[src/sv/primality_test_small_prime_filter_defines.svh]
// ----------------------------------------------------------------------------
// Assertion macros for the small-prime filter primality tester
// Shared concurrent assertion forms, clocked on the rising edge and
// disabled while reset is high.
// ----------------------------------------------------------------------------
`ifndef PRIMALITY_TEST_SMALL_PRIME_FILTER_DEFINES_SVH
`define PRIMALITY_TEST_SMALL_PRIME_FILTER_DEFINES_SVH

// same-cycle implication
`define PTSPF_ASSERT_IMPL(label, clk, rst, ante, cons) \
   label: assert property (@(posedge clk) disable iff (rst) (ante) |-> (cons)) \
      else $error("ptspf assertion failed");

// next-cycle implication
`define PTSPF_ASSERT_NEXT(label, clk, rst, ante, cons) \
   label: assert property (@(posedge clk) disable iff (rst) (ante) |=> (cons)) \
      else $error("ptspf assertion failed");

`endif

[src/sv/ptspf_pkg.sv]
// ----------------------------------------------------------------------------
// ptspf_pkg
// Types and constants shared by the small-prime filter primality tester.
// ----------------------------------------------------------------------------
`timescale 1ns / 1ps

package ptspf_pkg;

   localparam int VALUE_BITS_DEFAULT = 32;

   localparam int SCREEN_COUNT    = 16;
   localparam int SCREEN_IDX_BITS = 4;
   localparam int PRIME_BITS      = 6;

   localparam logic [PRIME_BITS-1:0] SCREEN_PRIMES [SCREEN_COUNT] = '{
      6'd2,  6'd3,  6'd5,  6'd7,  6'd11, 6'd13, 6'd17, 6'd19,
      6'd23, 6'd29, 6'd31, 6'd37, 6'd41, 6'd43, 6'd47, 6'd53
   };

   // first odd divisor above the screen primes
   localparam int FIRST_TRIAL_DIVISOR = 59;

   typedef struct packed {
      logic busy;
      logic done;
   } div_stat_type;

endpackage

[src/sv/ptspf_if.sv]
// ----------------------------------------------------------------------------
// ptspf channel interfaces
// Valid/ready channels for the value to test and for the verdict.
// ----------------------------------------------------------------------------
`timescale 1ns / 1ps

interface ptspf_req_if #(parameter int VALUE_BITS = ptspf_pkg::VALUE_BITS_DEFAULT) ();
   logic                  valid;
   logic                  ready;
   logic [VALUE_BITS-1:0] value;

   modport source (output valid, output value, input ready);
   modport sink   (input valid, input value, output ready);
endinterface

interface ptspf_rsp_if ();
   logic valid;
   logic ready;
   logic is_prime;
   logic screened_out;

   modport source (output valid, output is_prime, output screened_out, input ready);
   modport sink   (input valid, input is_prime, input screened_out, output ready);
endinterface

[src/sv/ptspf_div.sv]
// ----------------------------------------------------------------------------
// ptspf_div
// Bit-serial restoring divider: one quotient bit per cycle, quotient and
// remainder valid while done is high.
// ----------------------------------------------------------------------------
`timescale 1ns / 1ps

module ptspf_div #(
   parameter int VALUE_BITS = ptspf_pkg::VALUE_BITS_DEFAULT
) (
   input  logic                    clock,
   input  logic                    reset,
   input  logic                    start,
   input  logic [VALUE_BITS-1:0]   dividend,
   input  logic [VALUE_BITS-1:0]   divisor,
   output logic [VALUE_BITS-1:0]   quotient,
   output logic [VALUE_BITS-1:0]   remainder,
   output ptspf_pkg::div_stat_type stat
);
   import ptspf_pkg::*;

   localparam int CNT_BITS = $clog2(VALUE_BITS + 1);

   logic                  busy_ff, busy_in;
   logic                  done_ff, done_in;
   logic [CNT_BITS-1:0]   count_ff, count_in;
   logic [VALUE_BITS-1:0] rem_ff, rem_in;
   logic [VALUE_BITS-1:0] quot_ff, quot_in;
   logic [VALUE_BITS-1:0] dsr_ff, dsr_in;

   logic [VALUE_BITS:0]   shifted;
   logic [VALUE_BITS:0]   diff;

   assign shifted = {rem_ff, quot_ff[VALUE_BITS-1]};
   assign diff    = shifted - {1'b0, dsr_ff};

   always_comb begin
      busy_in  = busy_ff;
      done_in  = 1'b0;
      count_in = count_ff;
      rem_in   = rem_ff;
      quot_in  = quot_ff;
      dsr_in   = dsr_ff;
      if (start) begin
         busy_in  = 1'b1;
         count_in = CNT_BITS'(VALUE_BITS);
         rem_in   = '0;
         quot_in  = dividend;
         dsr_in   = divisor;
      end else if (busy_ff) begin
         // negative difference: restore
         if (diff[VALUE_BITS]) begin
            rem_in = shifted[VALUE_BITS-1:0];
         end else begin
            rem_in = diff[VALUE_BITS-1:0];
         end
         quot_in  = {quot_ff[VALUE_BITS-2:0], ~diff[VALUE_BITS]};
         count_in = count_ff - CNT_BITS'(1);
         if (count_ff == CNT_BITS'(1)) begin
            busy_in = 1'b0;
            done_in = 1'b1;
         end
      end
   end

   always_ff @(posedge clock) begin
      if (reset) begin
         busy_ff  <= 1'b0;
         done_ff  <= 1'b0;
         count_ff <= '0;
      end else begin
         busy_ff  <= busy_in;
         done_ff  <= done_in;
         count_ff <= count_in;
      end
      rem_ff  <= rem_in;
      quot_ff <= quot_in;
      dsr_ff  <= dsr_in;
   end

   assign quotient  = quot_ff;
   assign remainder = rem_ff;
   assign stat.busy = busy_ff;
   assign stat.done = done_ff;

endmodule

[src/sv/primality_test_small_prime_filter.sv]
// ----------------------------------------------------------------------------
// primality_test_small_prime_filter
// Primality tester: small-prime screen, then odd trial division, all
// divisions on one shared bit-serial divider.
// Usage:
//   req_ch carries one unsigned value per transaction; rsp_ch returns one
//   verdict per value, in order: is_prime, and screened_out when a prime
//   2..53 other than the value itself divides it.
//   req_ch.ready is high only while the sequencer is idle; one value is
//   worked on at a time.
//   The screen costs up to 16 divisions and stops at the first hit. Odd
//   values above 1 that pass it are tried against odd divisors from 59
//   while d <= value / d. The number n of trial divisors is near 32740 for
//   a 32-bit prime, while most composites finish within the screen.
//   The verdict sits in an output register; a new value is accepted while
//   it waits, and a later verdict holds in the sequencer until rsp drains.
//   Reset is synchronous: it clears the sequencer, divider control and
//   rsp_ch.valid.
// ----------------------------------------------------------------------------
`timescale 1ns / 1ps
`include "primality_test_small_prime_filter_defines.svh"

module primality_test_small_prime_filter #(
   parameter int VALUE_BITS = ptspf_pkg::VALUE_BITS_DEFAULT
) (
   input logic          clock,
   input logic          reset,
   ptspf_req_if.sink    req_ch,
   ptspf_rsp_if.source  rsp_ch
);
   import ptspf_pkg::*;

   localparam logic [2:0] S_IDLE      = 3'd0;
   localparam logic [2:0] S_SCR_START = 3'd1;
   localparam logic [2:0] S_SCR_WAIT  = 3'd2;
   localparam logic [2:0] S_TRL_PRE   = 3'd3;
   localparam logic [2:0] S_TRL_START = 3'd4;
   localparam logic [2:0] S_TRL_WAIT  = 3'd5;
   localparam logic [2:0] S_FINISH    = 3'd6;

   logic [2:0]                 state_ff, state_in;
   logic [VALUE_BITS-1:0]      value_ff, value_in;
   logic [SCREEN_IDX_BITS-1:0] k_ff, k_in;
   logic [VALUE_BITS-1:0]      d_ff, d_in;
   logic                       prime_ff, prime_in;
   logic                       screened_ff, screened_in;
   logic                       rsp_valid_ff, rsp_valid_in;
   logic                       rsp_prime_ff, rsp_prime_in;
   logic                       rsp_screened_ff, rsp_screened_in;

   logic                       div_start;
   logic [VALUE_BITS-1:0]      div_divisor;
   logic [VALUE_BITS-1:0]      div_quot;
   logic [VALUE_BITS-1:0]      div_rem;
   div_stat_type               div_stat;
   logic [VALUE_BITS-1:0]      cur_prime;
   logic                       out_free;

   assign cur_prime   = VALUE_BITS'(SCREEN_PRIMES[k_ff]);
   assign div_start   = (state_ff == S_SCR_START) || (state_ff == S_TRL_START);
   assign div_divisor = (state_ff == S_SCR_START) ? cur_prime : d_ff;
   assign out_free    = !rsp_valid_ff || rsp_ch.ready;

   ptspf_div #(.VALUE_BITS(VALUE_BITS)) u_div (
      .clock     (clock),
      .reset     (reset),
      .start     (div_start),
      .dividend  (value_ff),
      .divisor   (div_divisor),
      .quotient  (div_quot),
      .remainder (div_rem),
      .stat      (div_stat)
   );

   always_comb begin
      state_in    = state_ff;
      value_in    = value_ff;
      k_in        = k_ff;
      d_in        = d_ff;
      prime_in    = prime_ff;
      screened_in = screened_ff;
      case (state_ff)
         S_IDLE: begin
            if (req_ch.valid) begin
               value_in    = req_ch.value;
               k_in        = '0;
               prime_in    = 1'b0;
               screened_in = 1'b0;
               state_in    = S_SCR_START;
            end
         end
         S_SCR_START: begin
            state_in = S_SCR_WAIT;
         end
         S_SCR_WAIT: begin
            if (div_stat.done) begin
               if (div_rem == '0 && value_ff != cur_prime) begin
                  screened_in = 1'b1;
                  state_in    = S_FINISH;
               end else if (k_ff == SCREEN_IDX_BITS'(SCREEN_COUNT - 1)) begin
                  state_in = S_TRL_PRE;
               end else begin
                  k_in     = k_ff + SCREEN_IDX_BITS'(1);
                  state_in = S_SCR_START;
               end
            end
         end
         S_TRL_PRE: begin
            if (value_ff[VALUE_BITS-1:1] == '0) begin
               prime_in = 1'b0;
               state_in = S_FINISH;
            end else if (!value_ff[0]) begin
               prime_in = (value_ff == VALUE_BITS'(2));
               state_in = S_FINISH;
            end else begin
               // divisors through 53 are already covered by the screen
               d_in     = VALUE_BITS'(FIRST_TRIAL_DIVISOR);
               state_in = S_TRL_START;
            end
         end
         S_TRL_START: begin
            state_in = S_TRL_WAIT;
         end
         S_TRL_WAIT: begin
            if (div_stat.done) begin
               if (d_ff > div_quot) begin
                  prime_in = 1'b1;
                  state_in = S_FINISH;
               end else if (div_rem == '0) begin
                  prime_in = 1'b0;
                  state_in = S_FINISH;
               end else begin
                  d_in     = d_ff + VALUE_BITS'(2);
                  state_in = S_TRL_START;
               end
            end
         end
         S_FINISH: begin
            if (out_free) begin
               state_in = S_IDLE;
            end
         end
         default: begin
            state_in = S_IDLE;
         end
      endcase
   end

   always_comb begin
      rsp_valid_in    = rsp_valid_ff && !rsp_ch.ready;
      rsp_prime_in    = rsp_prime_ff;
      rsp_screened_in = rsp_screened_ff;
      if (state_ff == S_FINISH && out_free) begin
         rsp_valid_in    = 1'b1;
         rsp_prime_in    = prime_ff;
         rsp_screened_in = screened_ff;
      end
   end

   always_ff @(posedge clock) begin
      if (reset) begin
         state_ff     <= S_IDLE;
         rsp_valid_ff <= 1'b0;
      end else begin
         state_ff     <= state_in;
         rsp_valid_ff <= rsp_valid_in;
      end
      value_ff        <= value_in;
      k_ff            <= k_in;
      d_ff            <= d_in;
      prime_ff        <= prime_in;
      screened_ff     <= screened_in;
      rsp_prime_ff    <= rsp_prime_in;
      rsp_screened_ff <= rsp_screened_in;
   end

   assign req_ch.ready        = (state_ff == S_IDLE);
   assign rsp_ch.valid        = rsp_valid_ff;
   assign rsp_ch.is_prime     = rsp_prime_ff;
   assign rsp_ch.screened_out = rsp_screened_ff;

   `PTSPF_ASSERT_NEXT(a_busy_after_accept, clock, reset, req_ch.valid && req_ch.ready, !req_ch.ready)
   `PTSPF_ASSERT_IMPL(a_screen_not_prime, clock, reset, rsp_ch.valid && rsp_ch.screened_out, !rsp_ch.is_prime)
   `PTSPF_ASSERT_IMPL(a_done_in_wait, clock, reset, div_stat.done, state_ff == S_SCR_WAIT || state_ff == S_TRL_WAIT)
   `PTSPF_ASSERT_IMPL(a_start_when_free, clock, reset, div_start, !div_stat.busy)

endmodule
[src/flat_wrapper.sv]
// flat-port wrapper written by rule: the top's interface ports become plain ports
module primality_test_small_prime_filter_flat import ptspf_pkg::*;
#(
   parameter int VALUE_BITS = ptspf_pkg::VALUE_BITS_DEFAULT
)
  (clock, reset, req_ch_valid, req_ch_value, req_ch_ready, rsp_ch_valid, rsp_ch_is_prime, rsp_ch_screened_out, rsp_ch_ready);
  ptspf_req_if #(.VALUE_BITS(VALUE_BITS)) req_ch_i ();
  ptspf_rsp_if rsp_ch_i ();
  input logic clock;
  input logic reset;
  input wire logic [$bits(req_ch_i.valid)-1:0] req_ch_valid;
  input wire logic [$bits(req_ch_i.value)-1:0] req_ch_value;
  output wire logic [$bits(req_ch_i.ready)-1:0] req_ch_ready;
  output wire logic [$bits(rsp_ch_i.valid)-1:0] rsp_ch_valid;
  output wire logic [$bits(rsp_ch_i.is_prime)-1:0] rsp_ch_is_prime;
  output wire logic [$bits(rsp_ch_i.screened_out)-1:0] rsp_ch_screened_out;
  input wire logic [$bits(rsp_ch_i.ready)-1:0] rsp_ch_ready;
  assign req_ch_i.valid = req_ch_valid;
  assign req_ch_i.value = req_ch_value;
  assign req_ch_ready = req_ch_i.ready;
  assign rsp_ch_valid = rsp_ch_i.valid;
  assign rsp_ch_is_prime = rsp_ch_i.is_prime;
  assign rsp_ch_screened_out = rsp_ch_i.screened_out;
  assign rsp_ch_i.ready = rsp_ch_ready;
  primality_test_small_prime_filter #(.VALUE_BITS(VALUE_BITS)) u_core (.clock(clock), .reset(reset), .req_ch(req_ch_i), .rsp_ch(rsp_ch_i));
endmodule
[config.mk]
export PLATFORM = sky130hd
export DESIGN_NAME = primality_test_small_prime_filter_flat
export DESIGN_NICKNAME = d
export VERILOG_FILES = /design/src/sv/ptspf_pkg.sv /design/src/sv/ptspf_if.sv /design/src/sv/ptspf_div.sv /design/src/sv/primality_test_small_prime_filter.sv /design/src/flat_wrapper.sv
export VERILOG_INCLUDE_DIRS = /design/src /design/src/sv
export SDC_FILE = /design/constraint.sdc
export NUM_CORES = 1
export LEC_CHECK = 0
export BUFFER_PORTS_ARGS = -buffer_cell sky130_fd_sc_hd__buf_4
export CAP_MARGIN = 20
export CORE_MARGIN = 1
export CORE_UTILIZATION = 65
export CTS_CLUSTER_DIAMETER = 150
export CTS_CLUSTER_SIZE = 20
export DETAILED_ROUTE_END_ITERATION = 6
export HOLD_SLACK_MARGIN = 0.05
export PLACE_DENSITY = 0.94
export SYNTH_ARGS = -nofsm -noshare
export SYNTH_HDL_FRONTEND = slang
export SYNTH_SLANG_ARGS = --single-unit
[constraint.sdc]
create_clock -name clock -period 8.6 [get_ports clock]
set_input_delay 0.86 -clock clock [delete_from_list [all_inputs] [get_ports clock]]
set_output_delay 0.86 -clock clock [all_outputs]
set_load 0.005 [all_outputs]
==> results of run 1 <==
-- cell families after synthesis --
logic type,after synthesis
adders and majority gates,73
buffers and inverters,133
DFF,179
and+or+nand+nor,345
muxes,34
AOI/OAI and AO/OA,256
xor gates and xnor gates,65
-- placed cells by master, fill, tap and decap left out, types with 29 or more instances in the layout --
cell      count
inv_1        84
buf_4        45
edfxtp_1    135
ha_1         72
nor2_1       73
xor2_1       37
o21ai_0      74
nor2b_1      33
dfxtp_1      43
nand2_1      88
mux2i_1      31
a21oi_1      66
nand3_1      29
-- per-layer routing --
metal  track usage  vias up
met5             0        -
met4        0.1539        0
li1              -     3986
met1        0.3918     4090
met3       0.06396      111
met2        0.5329      525
-- sequential cells by signal, indices dropped and copies added (netlist names) --
name                        count
u_core.d_ff                    31
u_core.k_ff                     4
u_core.prime_ff                 1
u_core.rsp_ch.is_prime          1
u_core.rsp_ch.screened_out      1
u_core.rsp_ch.valid             1
u_core.screened_ff              1
u_core.state_ff                 3
u_core.u_div.busy_ff            1
u_core.u_div.count_ff           6
u_core.u_div.done_ff            1
u_core.u_div.dsr_ff            32
u_core.u_div.quotient          32
u_core.u_div.remainder         32
u_core.value_ff                32
-- power breakdown --
group / internal, mW / switching (mW) / total [mW]
Combinational: 0.533 / 0.723 / 1.26
Sequential: 1.05 / 0.119 / 1.17
Clock: 0.423 / 0.332 / 0.755
-- path summary, 6_finish.rpt --
path | from | to | cells past startpoint
setup / recovery | u_core.u_div.quotient[31]$_DFFE_PP_ | u_core.u_div.remainder[24]$_SDFFE_PN0P_ | 12
hold reg to reg | u_core.screened_ff$_DFFE_PP_ | u_core.rsp_ch.screened_out$_DFFE_PP_ | 0
setup reg to reg | u_core.u_div.quotient[31]$_DFFE_PP_ | u_core.u_div.remainder[24]$_SDFFE_PN0P_ | 12
hold / removal | u_core.screened_ff$_DFFE_PP_ | u_core.rsp_ch.screened_out$_DFFE_PP_ | 0
-- worst reg2reg max path, delay by kind of cell (launching register included) --
family | cells | cell delay (ns)
AO/OA/AOI/OAI | 5 | 1.18
AND/OR/NAND/NOR | 1 | 0.20
flip-flops | 1 | 0.34
buffers and inverters | 2 | 0.55
adder cells (fa/ha/maj) | 2 | 0.63
XOR/XNOR | 1 | 0.47
multiplexers | 1 | 0.26
-- final cells by class --
cell class / instances / area (sq um) / area share
clock buffer: 23 / 511.7 / 0.04373
clock inverter: 9 / 65.06 / 0.005560
inverter: 85 / 320.3 / 0.02737
multi-input combinational: 773 / 5234 / 0.4472
sequential: 179 / 4936 / 0.4218
tap: 216 / 270.3 / 0.02309
timing repair buffer: 46 / 365.4 / 0.03122
==> flow_summary.yaml, run 1 <==
yosys:
  syn_nets: 1194
  yosysWarnings: 0
  synth_top_cell_area_share: 0.3789
  ys.flop_type: "edfxtp_1"
  synth.distinct_cells: 76
  yosysTopAreaCell: "edfxtp_1"
  synth_area_sq_mm: 0.01070
  ys_top_cells_by_area: "edfxtp_1 38%, ha_1 8.4%, dfxtp_1 8.2%"
  synthAdderAreaFrac: 0.08606
  seq_area_frac_synth: 0.4612
  synth_mux_area_frac: 0.03216
  synth_compound_area_frac: 0.1539
  synth-xor-area-share: 0.05391
  synth_common_cells: "135 x edfxtp_1, 88 x nand2_1, 84 x inv_1"
  synth_top_family_by_area: "simple AND/OR/NAND/NOR gates"
  ys_ff_latch: 179
  async_flop_share: 0
  syn_inst: 1085
  synth_most_common_cell: "edfxtp_1"
  yosys.area_share.simple: 0.1616
  synth_edf_count: 135
  syn_avg_cell_area_sq_um: 9.862
routing:
  wl_met2_um: 12650
  ant_nets: 0
  wl_met1_um: 9839
  wl_per_cell_um: 19.29
  dr_wl_met3_um: 2169
  wl_um: 25680
  drc_errors: 0
  drt-pass1-iter-count: 6
  viasPerCell: 6.545
  drt-initial-drc-count: 1320
  topRoutingLayerUsed: "met4"
  vias: 8712
layout:
  diodes: 0
  final_area_sq_mm: 0.01170
  postLayoutCoreUtil: 0.7314
  fill_cells: 1007
  fin_nets: 1211
  drive_above_1_share: 0.08610
  final_cells: 1331
  area_growth_pct: 9.366
worst_setup_path:
  endpoint_kind: "flip-flop"
  worstPathCellList: "inv_1, ha_1, fa_1, nand2b_1, a21oi_1, o211ai_1, a31oi_2, a21oi_4, xor2_4, buf_4, mux2i_1, a211oi_1"
  path_buf_inv: 2
  r2r_slack_ns: 4.80
  crit_fanout: 28
  crit_required_ns: 8.87
  path_class: "flip-flop to flip-flop"
  start_kind: "flip-flop"
  crit_family: "compound AO/OA/AOI/OAI gates"
  worst_path_max_delay_cell: "xor2_4"
  critPathMaxStageDelay_ns: 0.47
  arrival_ns: 4.06
global_routing:
  gr-total-overflow: 0
  grt_pass1_wl_um: 40840
  grt_max_degree: 83
  first_global_vias: 8224
  track_usage: 0.3173
  antenna_found_initial: 0
timing:
  post-route-period-util: 0.4416
  setup_slack_ns: 4.803
  tns_ns: 0
  setup_viol: 0
  fmax_mhz: 263.3
  whs_ns: 0.4258
  worst_slew_pin_slew_ns: 1.096
  finalCriticalPeriod_ns: 3.797
  slew_violations: 0
  relSlewSlack: 0.2693
  rsz0062_at_grt: "no"
  hold_viol: 0
  fin_worst_skew_ns: 0.008662
placement:
  placed_area_sq_mm: 0.01110
  dp.cells: 1298
  dp_hpwl_um: 16760
  pre_cts_ws_ns: 4.939
  port_buffers: 39
  gp_congestion: 0.9381
power_and_ir_drop:
  total_power_mw: 3.182
  ir_worst_vdd_v: 0.0002249
  power_leakage_nw: 4.622
  p_per_area_mw_per_mm2: 271.9
clock_tree:
  cts_setup_buffers: 0
  cts.clk_slew.worst_paths_ns: 0.07
  cts_sinks: 179
  clock_latency_ns: 0.44
  clockBufferDepth: 2
  htree_levels: 4
  cts_inserted_buffers: 17
  hold_buffers: 0
  cts-root-buf: "clkbuf_16"
  cts_resized: 0
  cts_tree: "yes"
flow_run:
  maxCapViolCount: 0
worst_hold_path:
  hp-class: "flip-flop to flip-flop"
die:
  die_h_um: 130.3
  num_io_pins: 40
  die_area_sq_mm: 0.01698
  floorplan.rows: 46
  die_w_um: 130.3
  initial_core_util: 0.6688
  core_sq_mm: 0.01600
run_status:
  status: "complete, no violations"
Note: power is estimated with default switching activity, not from simulation.
==> run 2: changes to the inputs <==
--- a/config.mk
+++ b/config.mk
@@ -9,12 +9,12 @@
 export BUFFER_PORTS_ARGS = -buffer_cell sky130_fd_sc_hd__buf_4
 export CAP_MARGIN = 20
 export CORE_MARGIN = 1
-export CORE_UTILIZATION = 65
+export CORE_UTILIZATION = 63
 export CTS_CLUSTER_DIAMETER = 150
 export CTS_CLUSTER_SIZE = 20
 export DETAILED_ROUTE_END_ITERATION = 6
 export HOLD_SLACK_MARGIN = 0.05
-export PLACE_DENSITY = 0.94
+export PLACE_DENSITY = 0.92
 export SYNTH_ARGS = -nofsm -noshare
 export SYNTH_HDL_FRONTEND = slang
 export SYNTH_SLANG_ARGS = --single-unit
==> constraint.sdc (replaced) <==
create_clock -name clock -period 3.65 [get_ports clock]
set_input_delay 0.365 -clock clock [delete_from_list [all_inputs] [get_ports clock]]
set_output_delay 0.365 -clock clock [all_outputs]
set_load 0.005 [all_outputs]
==> run 2 against run 1 <==
Global-route usage fell by 1.7 points; flip-flop and latch count did not move; design area is 1.4% higher; critical path type unchanged; largest power group unchanged.
==> flow_summary.yaml, run 2 (synthesis results as in run 1) <==
worst_setup_path:
  reg2reg_to: "u_core.d_ff[17]$_SDFFCE_PP0P_"
  worst_path_max_delay_cell: "a221oi_1"
  r2r_slack_ns: 0.18
  path_buf_inv: 1
  path_class: "flip-flop to flip-flop"
  rr_startpoint: "u_core.d_ff[27]$_SDFFCE_PP0P_"
  start_kind: "flip-flop"
  crit_fanout: 31
  worstPathCellList: "ha_1, and2_1, a221o_1, a221oi_1, o31ai_1, o21a_1, nor2_1, o211a_1, buf_4"
  endpoint_kind: "flip-flop"
  crit_family: "compound AO/OA/AOI/OAI gates"
  r2r_cells: 9
  arrival_ns: 3.56
  critPathMaxStageDelay_ns: 0.55
  crit_required_ns: 3.74
worst_hold_path:
  hold_path_depth: 1
  worstHoldEndpoint: "u_core.value_ff[23]$_DFFE_PP_"
  hp-class: "input port to flip-flop"
  holdCritStartpoint: "req_ch_value[23]"
placement:
  gp_congestion: 0.9016
  dp.cells: 1311
  port_buffers: 39
  dp_hpwl_um: 16920
  placed_area_sq_mm: 0.01120
die:
  initial_core_util: 0.6452
  num_io_pins: 40
  die_area_sq_mm: 0.01751
  die_h_um: 132.3
  floorplan.rows: 47
  die_w_um: 132.3
  core_sq_mm: 0.01658
timing:
  rsz0062_at_grt: "no"
  hold_viol: 0
  finalCriticalPeriod_ns: 3.473
  slew_violations: 0
  tns_ns: 0
  relSlewSlack: 0.2757
  fin_worst_skew_ns: 0.01163
  fmax_mhz: 288.0
  post-route-period-util: 0.9514
  worst_slew_pin_slew_ns: 1.078
  setup_viol: 0
routing:
  dr_wl_met3_um: 2061
  ant_nets: 0
  drc_errors: 0
  wl_met1_um: 10280
  wl_met2_um: 12760
  topRoutingLayerUsed: "met4"
  drt-initial-drc-count: 1129
  viasPerCell: 6.423
  wl_per_cell_um: 19.26
  vias: 8677
  wl_um: 26020
  drt-pass1-iter-count: 5
layout:
  final_cell_mix: "135 x edfxtp_1, 88 x nand2_1, 84 x inv_1, 74 x o21ai_0, 73 x nor2_1"
  final_area_sq_mm: 0.01186
  layout_commonest_cell: "edfxtp_1"
  multi_input_area_sq_mm: 0.005239
  area_growth_pct: 10.87
  final_cells: 1351
  fill_cells: 1056
  drive_above_1_share: 0.09991
  postLayoutCoreUtil: 0.7154
  fin_nets: 1227
  seq_area_sq_mm: 0.004936
  diodes: 0
clock_tree:
  clock_latency_ns: 0.44
  cts-root-buf: "clkbuf_16"
  htree_levels: 4
  cts_sinks: 179
  cts_inserted_buffers: 17
  clockBufferDepth: 2
  cts_tree: "yes"
  cts.clk_slew.worst_paths_ns: 0.07
power_and_ir_drop:
  power_leakage_nw: 4.714
  swShare: 0.3663
  ir_worst_vdd_v: 0.0004470
  power_frac_seq: 0.348
  p_per_area_mw_per_mm2: 666.7
  combPwrFrac: 0.413
  clock_power_share: 0.239
  total_power_mw: 7.910
  p_sw_mw: 2.898
  internal_power_mw: 5.013
global_routing:
  grt_pass1_wl_um: 41280
  grt_max_degree: 89
  track_usage: 0.3007
  gr-total-overflow: 0
  first_global_vias: 8182
  antenna_found_initial: 0
run_status:
  status: "complete, no violations"
flow_run:
  maxCapViolCount: 0
[run 2: cell types whose count changed in the layout (fill, tap and decap cells not counted)]
cell / delta
buf_12: +2
buf_16: -1
buf_4: +15
bufinv_16: +3
clkbuf_1: -3
clkbuf_16: -3
clkinv_1: +3
clkinv_2: -3
clkinv_4: +1
inv_6: +2
nor3_1: -1
nor3_2: +1
[run 2: layout make-up]
cell class / instances / area share
Timing Repair Buffer: 62 / 0.04134
Sequential cell: 179 / 0.4161
Inverter: 85 / 0.02700
Multi-Input combinational cell: 773 / 0.4416
Clock inverter: 15 / 0.01498
Tap cell: 220 / 0.02320
Clock buffer: 17 / 0.03586
[run 2: timing repair]
action | 4_1_cts | 5_1_grt
resized for setup | 0 | 1
hold buffers | 0 | 0
setup buffers | 0 | 8
setup endpoints to repair | 0 | 11
[run 2: worst max path at each step]
| stage | start | depth (start not counted) | endpoint |
|---|---|---|---|
| 6_report | u_core.d_ff[27]$_SDFFCE_PP0P_ | 9 | u_core.d_ff[17]$_SDFFCE_PP0P_ |
| 5_1_grt | u_core.k_ff[1]$_SDFFCE_PN0P_ | 10 | u_core.k_ff[2]$_SDFFCE_PN0P_ |
| 4_1_cts | u_core.u_div.quotient[31]$_DFFE_PP_ | 12 | u_core.u_div.remainder[11]$_SDFFE_PN0P_ |
| 3_5_place_dp | u_core.u_div.quotient[31]$_DFFE_PP_ | 12 | u_core.u_div.remainder[6]$_SDFFE_PN0P_ |
| 3_3_place_gp | u_core.d_ff[27]$_SDFFCE_PP0P_ | 9 | u_core.d_ff[14]$_SDFFCE_PP0P_ |
| 2_1_floorplan | u_core.d_ff[27]$_SDFFCE_PP0P_ | 8 | u_core.d_ff[10]$_SDFFCE_PP0P_ |
[run 2: layer usage]
layer	vias up	global-route usage
li1	4014	-
met2	499	0.5155
met3	93	0.04883
met1	4071	0.3773
met4	0	0.1271
met5	-	0
[run 2: power by group through the flow]
stage	sequential [mW]	combinational, mW	clock, mW
final	2.75	3.27	1.89
after global routing	2.77	3.53	1.97
after CTS	2.74	3.04	1.89
after detailed placement	2.77	2.96	0
after global placement	2.76	2.86	0
after floorplan	2.66	2.43	0
[run 2: per-stage QoR]
step	hold slack, ns	worst slack (ns)
after detailed placement	0.4144	0.2205
after global placement	0.4260	0.4333
after global routing	0.09203	0.03409
after floorplan	0.4003	0.6107
after CTS	0.09481	0.1981
final	0.1049	0.1775
